[config.mk]
export PLATFORM = sky130hd
export DESIGN_NAME = integer_to_decimal_ascii_flat
export DESIGN_NICKNAME = d
export VERILOG_FILES = /design/src/ida_pkg.sv /design/src/ida_chan_if.sv /design/src/integer_to_decimal_ascii.sv /design/src/flat_wrapper.sv
export SDC_FILE = /design/constraint.sdc
export NUM_CORES = 2
export LEC_CHECK = 0
export BUFFER_PORTS_ARGS = -buffer_cell sky130_fd_sc_hd__buf_4
export CAP_MARGIN = 40
export CORE_UTILIZATION = 55
export DETAILED_ROUTE_END_ITERATION = 7
export GPL_ROUTABILITY_DRIVEN = 0
export PLACE_DENSITY_LB_ADDON = 0.08
export SYNTH_ARGS = -nofsm -noshare
export SYNTH_HDL_FRONTEND = slang
export SYNTH_SLANG_ARGS = --single-unit
[constraint.sdc]
create_clock -name clock -period 7.4 [get_ports clock]
set_input_delay 0.74 -clock clock [delete_from_list [all_inputs] [get_ports clock]]
set_output_delay 0.74 -clock clock [all_outputs]
set_load 0.05 [all_outputs]
[src/ida_pkg.sv]
// Shared constants for the integer to decimal ASCII converter.
// No dependencies; used by the channel interfaces and the top level.
package ida_pkg;

   localparam int NUM_BITS   = 64;
   localparam int NUM_DIGITS = 20;
   localparam int DIGIT_W    = 4;
   localparam int BCD_W      = NUM_DIGITS * DIGIT_W;
   localparam int CHAR_W     = 6;
   localparam int MODE_W     = 2;
   localparam int IDX_W      = 5;

   // double dabble: bits consumed per pipeline stage, and stage count
   localparam int BITS_PER_STAGE = 4;
   localparam int DD_STAGES      = NUM_BITS / BITS_PER_STAGE;

   localparam logic [MODE_W-1:0] MODE_U32 = 2'd0;
   localparam logic [MODE_W-1:0] MODE_S32 = 2'd1;
   localparam logic [MODE_W-1:0] MODE_U64 = 2'd2;
   localparam logic [MODE_W-1:0] MODE_S64 = 2'd3;

   localparam logic [CHAR_W-1:0] CHAR_MINUS = 6'd45;
   localparam logic [CHAR_W-1:0] CHAR_ZERO  = 6'd48;
   localparam logic [CHAR_W-1:0] CHAR_NINE  = 6'd57;

endpackage

[src/ida_chan_if.sv]
// Valid/ready channel interfaces for the converter's request and response sides.
// Depends on ida_pkg for field widths.
interface ida_req_if;
   logic                           valid;
   logic                           ready;
   logic [ida_pkg::NUM_BITS-1:0]   number_bits;
   logic [ida_pkg::MODE_W-1:0]     mode;

   modport source (output valid, output number_bits, output mode, input ready);
   modport sink   (input valid, input number_bits, input mode, output ready);
endinterface

interface ida_rsp_if;
   logic                           valid;
   logic                           ready;
   logic [ida_pkg::CHAR_W-1:0]     ascii_char;
   logic                           last_char;

   modport source (output valid, output ascii_char, output last_char, input ready);
   modport sink   (input valid, input ascii_char, input last_char, output ready);
endinterface

[src/integer_to_decimal_ascii.sv]
// Integer to decimal ASCII converter. Each request transfer carries a 64-bit pattern and a
// mode (unsigned/signed, 32/64 bit); the block returns the decimal text, one character per
// response transfer, with last_char set on the final one. A request enters an 18-stage
// pipeline (sign/magnitude, sixteen double-dabble stages of four bits each, digit count).
// With an empty pipeline, a request passes through every stage register and then loads the
// serializer, whose busy flag drives response valid. The output serializer emits one
// character per cycle while the response side is ready, and a number's text is 1 to 20
// characters long. That serializer sets the sustained rate; requests keep flowing into the
// pipeline while earlier text is being sent.
// Depends on ida_pkg and the channel interfaces in ida_chan_if.sv.
module integer_to_decimal_ascii (
   input  logic       clock,
   input  logic       reset,
   ida_req_if.sink    req_chan,
   ida_rsp_if.source  rsp_chan
);

   localparam int NB   = ida_pkg::NUM_BITS;
   localparam int BW   = ida_pkg::BCD_W;
   localparam int NS   = ida_pkg::DD_STAGES;
   localparam int LAST = NS + 1;           // digit count stage

   function automatic logic [BW+NB-1:0] dd_step(input logic [BW+NB-1:0] v);
      logic [BW+NB-1:0] r;
      r = v;
      for (int d = 0; d < ida_pkg::NUM_DIGITS; d++) begin
         if (r[NB + d*ida_pkg::DIGIT_W +: ida_pkg::DIGIT_W] >= 4'd5) begin
            r[NB + d*ida_pkg::DIGIT_W +: ida_pkg::DIGIT_W] =
               r[NB + d*ida_pkg::DIGIT_W +: ida_pkg::DIGIT_W] + 4'd3;
         end
      end
      return r << 1;
   endfunction

   logic [LAST:0]    vld_ff;
   logic [LAST:0]    vld_prev;
   logic [LAST+1:0]  rdy;
   logic             neg_ff [0:LAST];
   logic [NB-1:0]    bin_ff [0:NS-1];
   logic [BW-1:0]    bcd_ff [1:LAST];
   logic [ida_pkg::IDX_W-1:0] top_ff;

   logic             neg_in;
   logic [NB-1:0]    mag_in;
   logic [ida_pkg::IDX_W-1:0] top_in;

   // serializer
   logic             busy_ff;
   logic             neg_pend_ff;
   logic [ida_pkg::IDX_W-1:0] idx_ff;
   logic [BW-1:0]    ser_bcd_ff;
   logic             ser_take;
   logic             ser_last;
   logic             ser_free;
   logic             ser_load;
   logic [ida_pkg::DIGIT_W-1:0] cur_digit;

   // ---- pipeline flow control ----
   assign vld_prev = {vld_ff[LAST-1:0], req_chan.valid};
   assign rdy[LAST+1] = ser_free;
   genvar g;
   generate
      for (g = 0; g <= LAST; g++) begin : g_rdy
         assign rdy[g] = !vld_ff[g] || rdy[g+1];
      end
   endgenerate
   assign req_chan.ready = rdy[0];

   always_ff @(posedge clock) begin
      if (reset) begin
         vld_ff <= '0;
      end else begin
         for (int i = 0; i <= LAST; i++) begin
            if (rdy[i]) begin
               vld_ff[i] <= vld_prev[i];
            end
         end
      end
   end

   // ---- stage 0: sign and magnitude ----
   always_comb begin
      neg_in = 1'b0;
      mag_in = req_chan.number_bits;
      unique case (req_chan.mode)
         ida_pkg::MODE_U32: mag_in = {32'd0, req_chan.number_bits[31:0]};
         ida_pkg::MODE_S32: begin
            neg_in = req_chan.number_bits[31];
            mag_in = neg_in ? {32'd0, (~req_chan.number_bits[31:0]) + 32'd1}
                            : {32'd0, req_chan.number_bits[31:0]};
         end
         ida_pkg::MODE_U64: mag_in = req_chan.number_bits;
         ida_pkg::MODE_S64: begin
            neg_in = req_chan.number_bits[NB-1];
            mag_in = neg_in ? (~req_chan.number_bits) + 64'd1 : req_chan.number_bits;
         end
         default: mag_in = req_chan.number_bits;
      endcase
   end

   always_ff @(posedge clock) begin
      if (rdy[0]) begin
         neg_ff[0] <= neg_in;
         bin_ff[0] <= mag_in;
      end
   end

   // ---- stages 1..NS: double dabble, four bits per stage ----
   generate
      for (g = 1; g <= NS; g++) begin : g_dd
         logic [BW+NB-1:0] acc_in;
         logic [BW-1:0]    prev_bcd;
         if (g == 1) begin : g_first
            assign prev_bcd = '0;
         end else begin : g_rest
            assign prev_bcd = bcd_ff[g-1];
         end
         always_comb begin
            acc_in = {prev_bcd, bin_ff[g-1]};
            for (int s = 0; s < ida_pkg::BITS_PER_STAGE; s++) begin
               acc_in = dd_step(acc_in);
            end
         end
         always_ff @(posedge clock) begin
            if (rdy[g]) begin
               neg_ff[g] <= neg_ff[g-1];
               bcd_ff[g] <= acc_in[BW+NB-1:NB];
            end
         end
         // binary bits are all shifted out after the last stage
         if (g < NS) begin : g_bin
            always_ff @(posedge clock) begin
               if (rdy[g]) begin
                  bin_ff[g] <= acc_in[NB-1:0];
               end
            end
         end
      end
   endgenerate

   // ---- final stage: index of the leading nonzero digit ----
   always_comb begin
      top_in = '0;
      for (int d = 1; d < ida_pkg::NUM_DIGITS; d++) begin
         if (bcd_ff[NS][d*ida_pkg::DIGIT_W +: ida_pkg::DIGIT_W] != 4'd0) begin
            top_in = ida_pkg::IDX_W'(d);
         end
      end
   end

   always_ff @(posedge clock) begin
      if (rdy[LAST]) begin
         neg_ff[LAST] <= neg_ff[NS];
         bcd_ff[LAST] <= bcd_ff[NS];
         top_ff       <= top_in;
      end
   end

   // ---- output serializer ----
   assign ser_take  = busy_ff && rsp_chan.ready;
   assign ser_last  = !neg_pend_ff && (idx_ff == '0);
   assign ser_free  = !busy_ff || (ser_take && ser_last);
   assign ser_load  = vld_ff[LAST] && ser_free;
   assign cur_digit = ser_bcd_ff[{idx_ff, 2'b00} +: ida_pkg::DIGIT_W];

   always_ff @(posedge clock) begin
      if (reset) begin
         busy_ff     <= 1'b0;
         neg_pend_ff <= 1'b0;
      end else if (ser_load) begin
         busy_ff     <= 1'b1;
         neg_pend_ff <= neg_ff[LAST];
      end else if (ser_take) begin
         if (ser_last) begin
            busy_ff <= 1'b0;
         end
         neg_pend_ff <= 1'b0;
      end
   end

   always_ff @(posedge clock) begin
      if (ser_load) begin
         idx_ff     <= top_ff;
         ser_bcd_ff <= bcd_ff[LAST];
      end else if (ser_take && !neg_pend_ff && !ser_last) begin
         idx_ff <= idx_ff - 1'b1;
      end
   end

   assign rsp_chan.valid      = busy_ff;
   assign rsp_chan.ascii_char = neg_pend_ff ? ida_pkg::CHAR_MINUS
                                            : ida_pkg::CHAR_ZERO + {2'b00, cur_digit};
   assign rsp_chan.last_char  = ser_last;

   // ---- assertions ----
   a_char_range: assert property (@(posedge clock) disable iff (reset)
      rsp_chan.valid |-> (rsp_chan.ascii_char == ida_pkg::CHAR_MINUS) ||
                         (rsp_chan.ascii_char >= ida_pkg::CHAR_ZERO &&
                          rsp_chan.ascii_char <= ida_pkg::CHAR_NINE))
      else $error("response character outside '-' and digits");

   a_lead_digit: assert property (@(posedge clock) disable iff (reset)
      (vld_ff[LAST] && top_ff != '0) |->
         (bcd_ff[LAST][{top_ff, 2'b00} +: ida_pkg::DIGIT_W] != 4'd0))
      else $error("leading digit index points at a zero digit");

   a_sign_first: assert property (@(posedge clock) disable iff (reset)
      neg_pend_ff |-> busy_ff && !rsp_chan.last_char)
      else $error("minus pending outside an active number");

   a_reset_idle: assert property (@(posedge clock)
      reset |=> !busy_ff && (vld_ff == '0))
      else $error("pipeline not empty after reset");

endmodule

[src/flat_wrapper.sv]
// flat-port wrapper written by rule: the top's interface ports become plain ports
module integer_to_decimal_ascii_flat 
  (clock, reset, req_chan_valid, req_chan_number_bits, req_chan_mode, req_chan_ready, rsp_chan_valid, rsp_chan_ascii_char, rsp_chan_last_char, rsp_chan_ready);
  ida_req_if req_chan_i ();
  ida_rsp_if rsp_chan_i ();
  input  logic clock;
  input  logic reset;
  input wire logic [$bits(req_chan_i.valid)-1:0] req_chan_valid;
  input wire logic [$bits(req_chan_i.number_bits)-1:0] req_chan_number_bits;
  input wire logic [$bits(req_chan_i.mode)-1:0] req_chan_mode;
  output wire logic [$bits(req_chan_i.ready)-1:0] req_chan_ready;
  output wire logic [$bits(rsp_chan_i.valid)-1:0] rsp_chan_valid;
  output wire logic [$bits(rsp_chan_i.ascii_char)-1:0] rsp_chan_ascii_char;
  output wire logic [$bits(rsp_chan_i.last_char)-1:0] rsp_chan_last_char;
  input wire logic [$bits(rsp_chan_i.ready)-1:0] rsp_chan_ready;
  assign req_chan_i.valid = req_chan_valid;
  assign req_chan_i.number_bits = req_chan_number_bits;
  assign req_chan_i.mode = req_chan_mode;
  assign req_chan_ready = req_chan_i.ready;
  assign rsp_chan_valid = rsp_chan_i.valid;
  assign rsp_chan_ascii_char = rsp_chan_i.ascii_char;
  assign rsp_chan_last_char = rsp_chan_i.last_char;
  assign rsp_chan_i.ready = rsp_chan_ready;
  integer_to_decimal_ascii u_core (.clock(clock), .reset(reset), .req_chan(req_chan_i), .rsp_chan(rsp_chan_i));
endmodule
==> results_dict.tcl <==
set metrics [dict create \
    synthTopCellsByArea "edfxtp_1 (36%), ha_1 (14%), mux2i_1 (6.7%)" \
    synth_common_cells "edfxtp_1 (1442), ha_1 (1321), inv_1 (1220), nand2_1 (921), mux2i_1 (800)" \
    ys_types 86 \
    synth.avg_cell_area_sq_um 9.82 \
    yosys_warnings 0 \
    ys_seq_area_frac 0.368 \
    fin_crit_ns 5.60 \
    worst_hold_slack_ns 0.113 \
    relSlewSlack 0.431 \
    postSynthCellCount 12100 \
    dp_cells 14900 \
    syn_nets 13500 \
    hold_viol_final 0 \
    clk_latency_ns 0.86 \
    setup_tns_ns 0 \
    arrival_ns 6.28 \
    dieArea_sq_um 218000 \
    wl_per_cell_um 13.6 \
    path_cells "inv_1 > ha_1 > nor2b_1 > a2bb2oi_1 > nand2_1 > ha_1 > nor2b_1 > or4_1 > o211ai_1 > inv_1 > ha_1 > nor2b_1 > o21ai_0 > o311ai_0 > nor2_1 > inv_1 > ha_1 > nor2b_1 > a2111oi_0 > a211o_1 > o211ai_1 > mux2i_1" \
    rows 170 \
    worstSetupStartpointType "flip-flop" \
    cts_made_buffers 170 \
    drtIter0Drc 3568 \
    grt_pass1_vias 83400 \
    worstMarginPinSlew_ns 0.853 \
    top_level_ports 79 \
    critPathMaxStageDelay_ns 0.47 \
    finalMaxSlewViolations 0 \
    worstPathMaxFanout 6 \
    num_vias 85000 \
    min_period_over_period 0.756 \
    core_area_sq_um 214000 \
    r2r-start "u_core.bcd_ff[9][0]$_DFFE_PP_" \
    cp.required_ns 8.09 \
    nets 13700 \
    firstDrtPassIters 5 \
    synth_edf_count 1442 \
    ant_nets 0 \
    syn_area_sq_um 119000 \
    syn2layout_area_growth_pct 8.42 \
    cp-end-kind "flip-flop" \
    grt_pass1_wl_um 358000 \
    wirelength_um 207000 \
    ys.flop_type "edfxtp_1" \
    setup_viol 0 \
    path_clk_slew_ns 0.06 \
    hold_class "input pin to flip-flop" \
    min-delay-start "req_chan_number_bits[0]" \
    grt.overflow.total 0 \
    drive_above_1_share 0.0734 \
    ys_ff_latch 1462 \
    clock_sinks 1462 \
    initial_core_util 0.553 \
    critical-path-slowest-cell "edfxtp_1" \
    synth_most_common_cell "edfxtp_1" \
    cts_buffer_depth 3 \
    layoutNonFillerInstCount 15200 \
    maxCapViolations 0 \
    grt_max_degree 68 \
    die_x_um 466 \
    port_buffers 77 \
    antenna_found_initial 2 \
    postLayoutCoreUtil 0.600 \
    clock.fmax_mhz 179 \
    holdBufCountCts 0 \
    synth_top_area_share 0.365 \
    ctsResizeCount 0 \
    status "finished, final reports clean" \
    synthArstFlopShare 0 \
    startpoint "u_core.bcd_ff[9][0]$_DFFE_PP_" \
    rsz0062_at_grt "false" \
    die_h_um 466 \
    cts_setup_buffers 0 \
    cts-htree-levels 4 \
    path_class "flip-flop to flip-flop" \
    viasPerCell 5.57 \
    cts_tree "yes" \
    drcViolationCount 0 \
    grt_util_all_layers 0.187 \
    dpl.hpwl_um 162000 \
    finClkSkew_ns 0.0824 \
    cts_root_buf "clkbuf_16" \
    yosys.area.top_type "edfxtp_1" \
]
[per-layer routing]
metal | vias up | global-route usage | wire length [um] | share of wire
met4 | 0 | 0.0472 | 3950 | 0.019
li1 | 44000 | - | - | -
met3 | 264 | 0.0244 | 4820 | 0.023
met5 | - | 0 | 0 | 0
met2 | 661 | 0.370 | 110000 | 0.53
met1 | 40000 | 0.207 | 88300 | 0.43
[critical path, delay by kind of cell (launching register included)]
kind,cells,cell delay (ns)
and+or+nand+nor,7,1.46
adders and majority gates,4,0.90
buffers and inverters,3,0.31
muxes,1,0.15
AOI/OAI and AO/OA,7,2.16
DFF,1,0.47
[sequential cells by signal, summed over array words and instances, names as in the netlist]
signal and flops:
u_core.neg_ff 18, u_core.rsp_chan.valid 1, u_core.vld_ff 18, u_core.idx_ff 5
u_core.bin_ff 544, u_core.ser_bcd_ff 80, u_core.neg_pend_ff 1, u_core.top_ff 5
u_core.bcd_ff 790
[metrics by stage]
step / instance area (sq um) / setup WS, ns
3_5_place_dp: 123000 / 1.90
3_3_place_gp: 123000 / 2.05
6_report: 129000 / 1.80
5_1_grt: 129000 / 1.18
2_1_floorplan: 119000 / 0.317
4_1_cts: 129000 / 1.85
[cell usage in the layout (no fill, tap or decap), drive strengths merged, types with 27 or more instances in the layout]
master	instances
nor2b	338
a21o	161
and4b	43
xor2	76
a21oi	626
o21a	35
edfxtp	1442
o211ai	114
mux2	248
nor2	608
ha	1321
o22ai	36
a21boi	202
and3	58
a21bo	95
nand2	921
clkbuf	206
a31oi	43
clkinv	77
or2	151
a211o	63
nor3b	186
o31ai	220
mux2i	800
buf	108
nor3	320
o2111a	46
xnor2	515
o21bai	37
or3	114
inv	1224
nand2b	533
nor4	27
a211oi	254
and2	138
nand3	28
o21ai	626
[cell type report]
type / count / area (sq um)
fillers: 17600 / 85800
well taps: 2838 / 3550
clock buffers: 206 / 4390
flip-flops and latches: 1462 / 43700
multi-input cells: 9307 / 70100
repair buffers: 109 / 995
inverters: 1221 / 4590
clock inverters: 102 / 1310
diodes: 1 / 2.50
[kinds of logic (layout without fill, tap and decap cells)]
| kind of cell | Yosys count | in the layout | synth area share |
|---|---|---|---|
| AO/OA/AOI/OAI | 2790 | 2790 | 0.157 |
| XOR/XNOR | 591 | 591 | 0.0436 |
| adder cells (fa/ha/maj) | 1321 | 1321 | 0.139 |
| buffers and inverters | 1314 | 1638 | 0.0416 |
| flip-flops | 1462 | 1462 | 0.368 |
| multiplexers | 1072 | 1072 | 0.0956 |
| other | 1 | 2 | 0.0000316 |
| AND/OR/NAND/NOR | 3532 | 3532 | 0.155 |
[path summary, 6_finish.rpt]
| kind | slack, ns | to | cells after the start |
|---|---|---|---|
| max | 1.80 | u_core.bcd_ff[10][12]$_DFFE_PP_ | 22 |
| min | 0.11 | u_core.bin_ff[0][0]$_DFFE_PP_ | 1 |
| max reg2reg | 1.80 | u_core.bcd_ff[10][12]$_DFFE_PP_ | 22 |
| min reg2reg | 0.38 | u_core.bcd_ff[17][3]$_DFFE_PP_ | 0 |
Power is left out: the tool's default activity adds up to more than one toggle a clock period on the data nets, which glitch-free logic cannot reach.
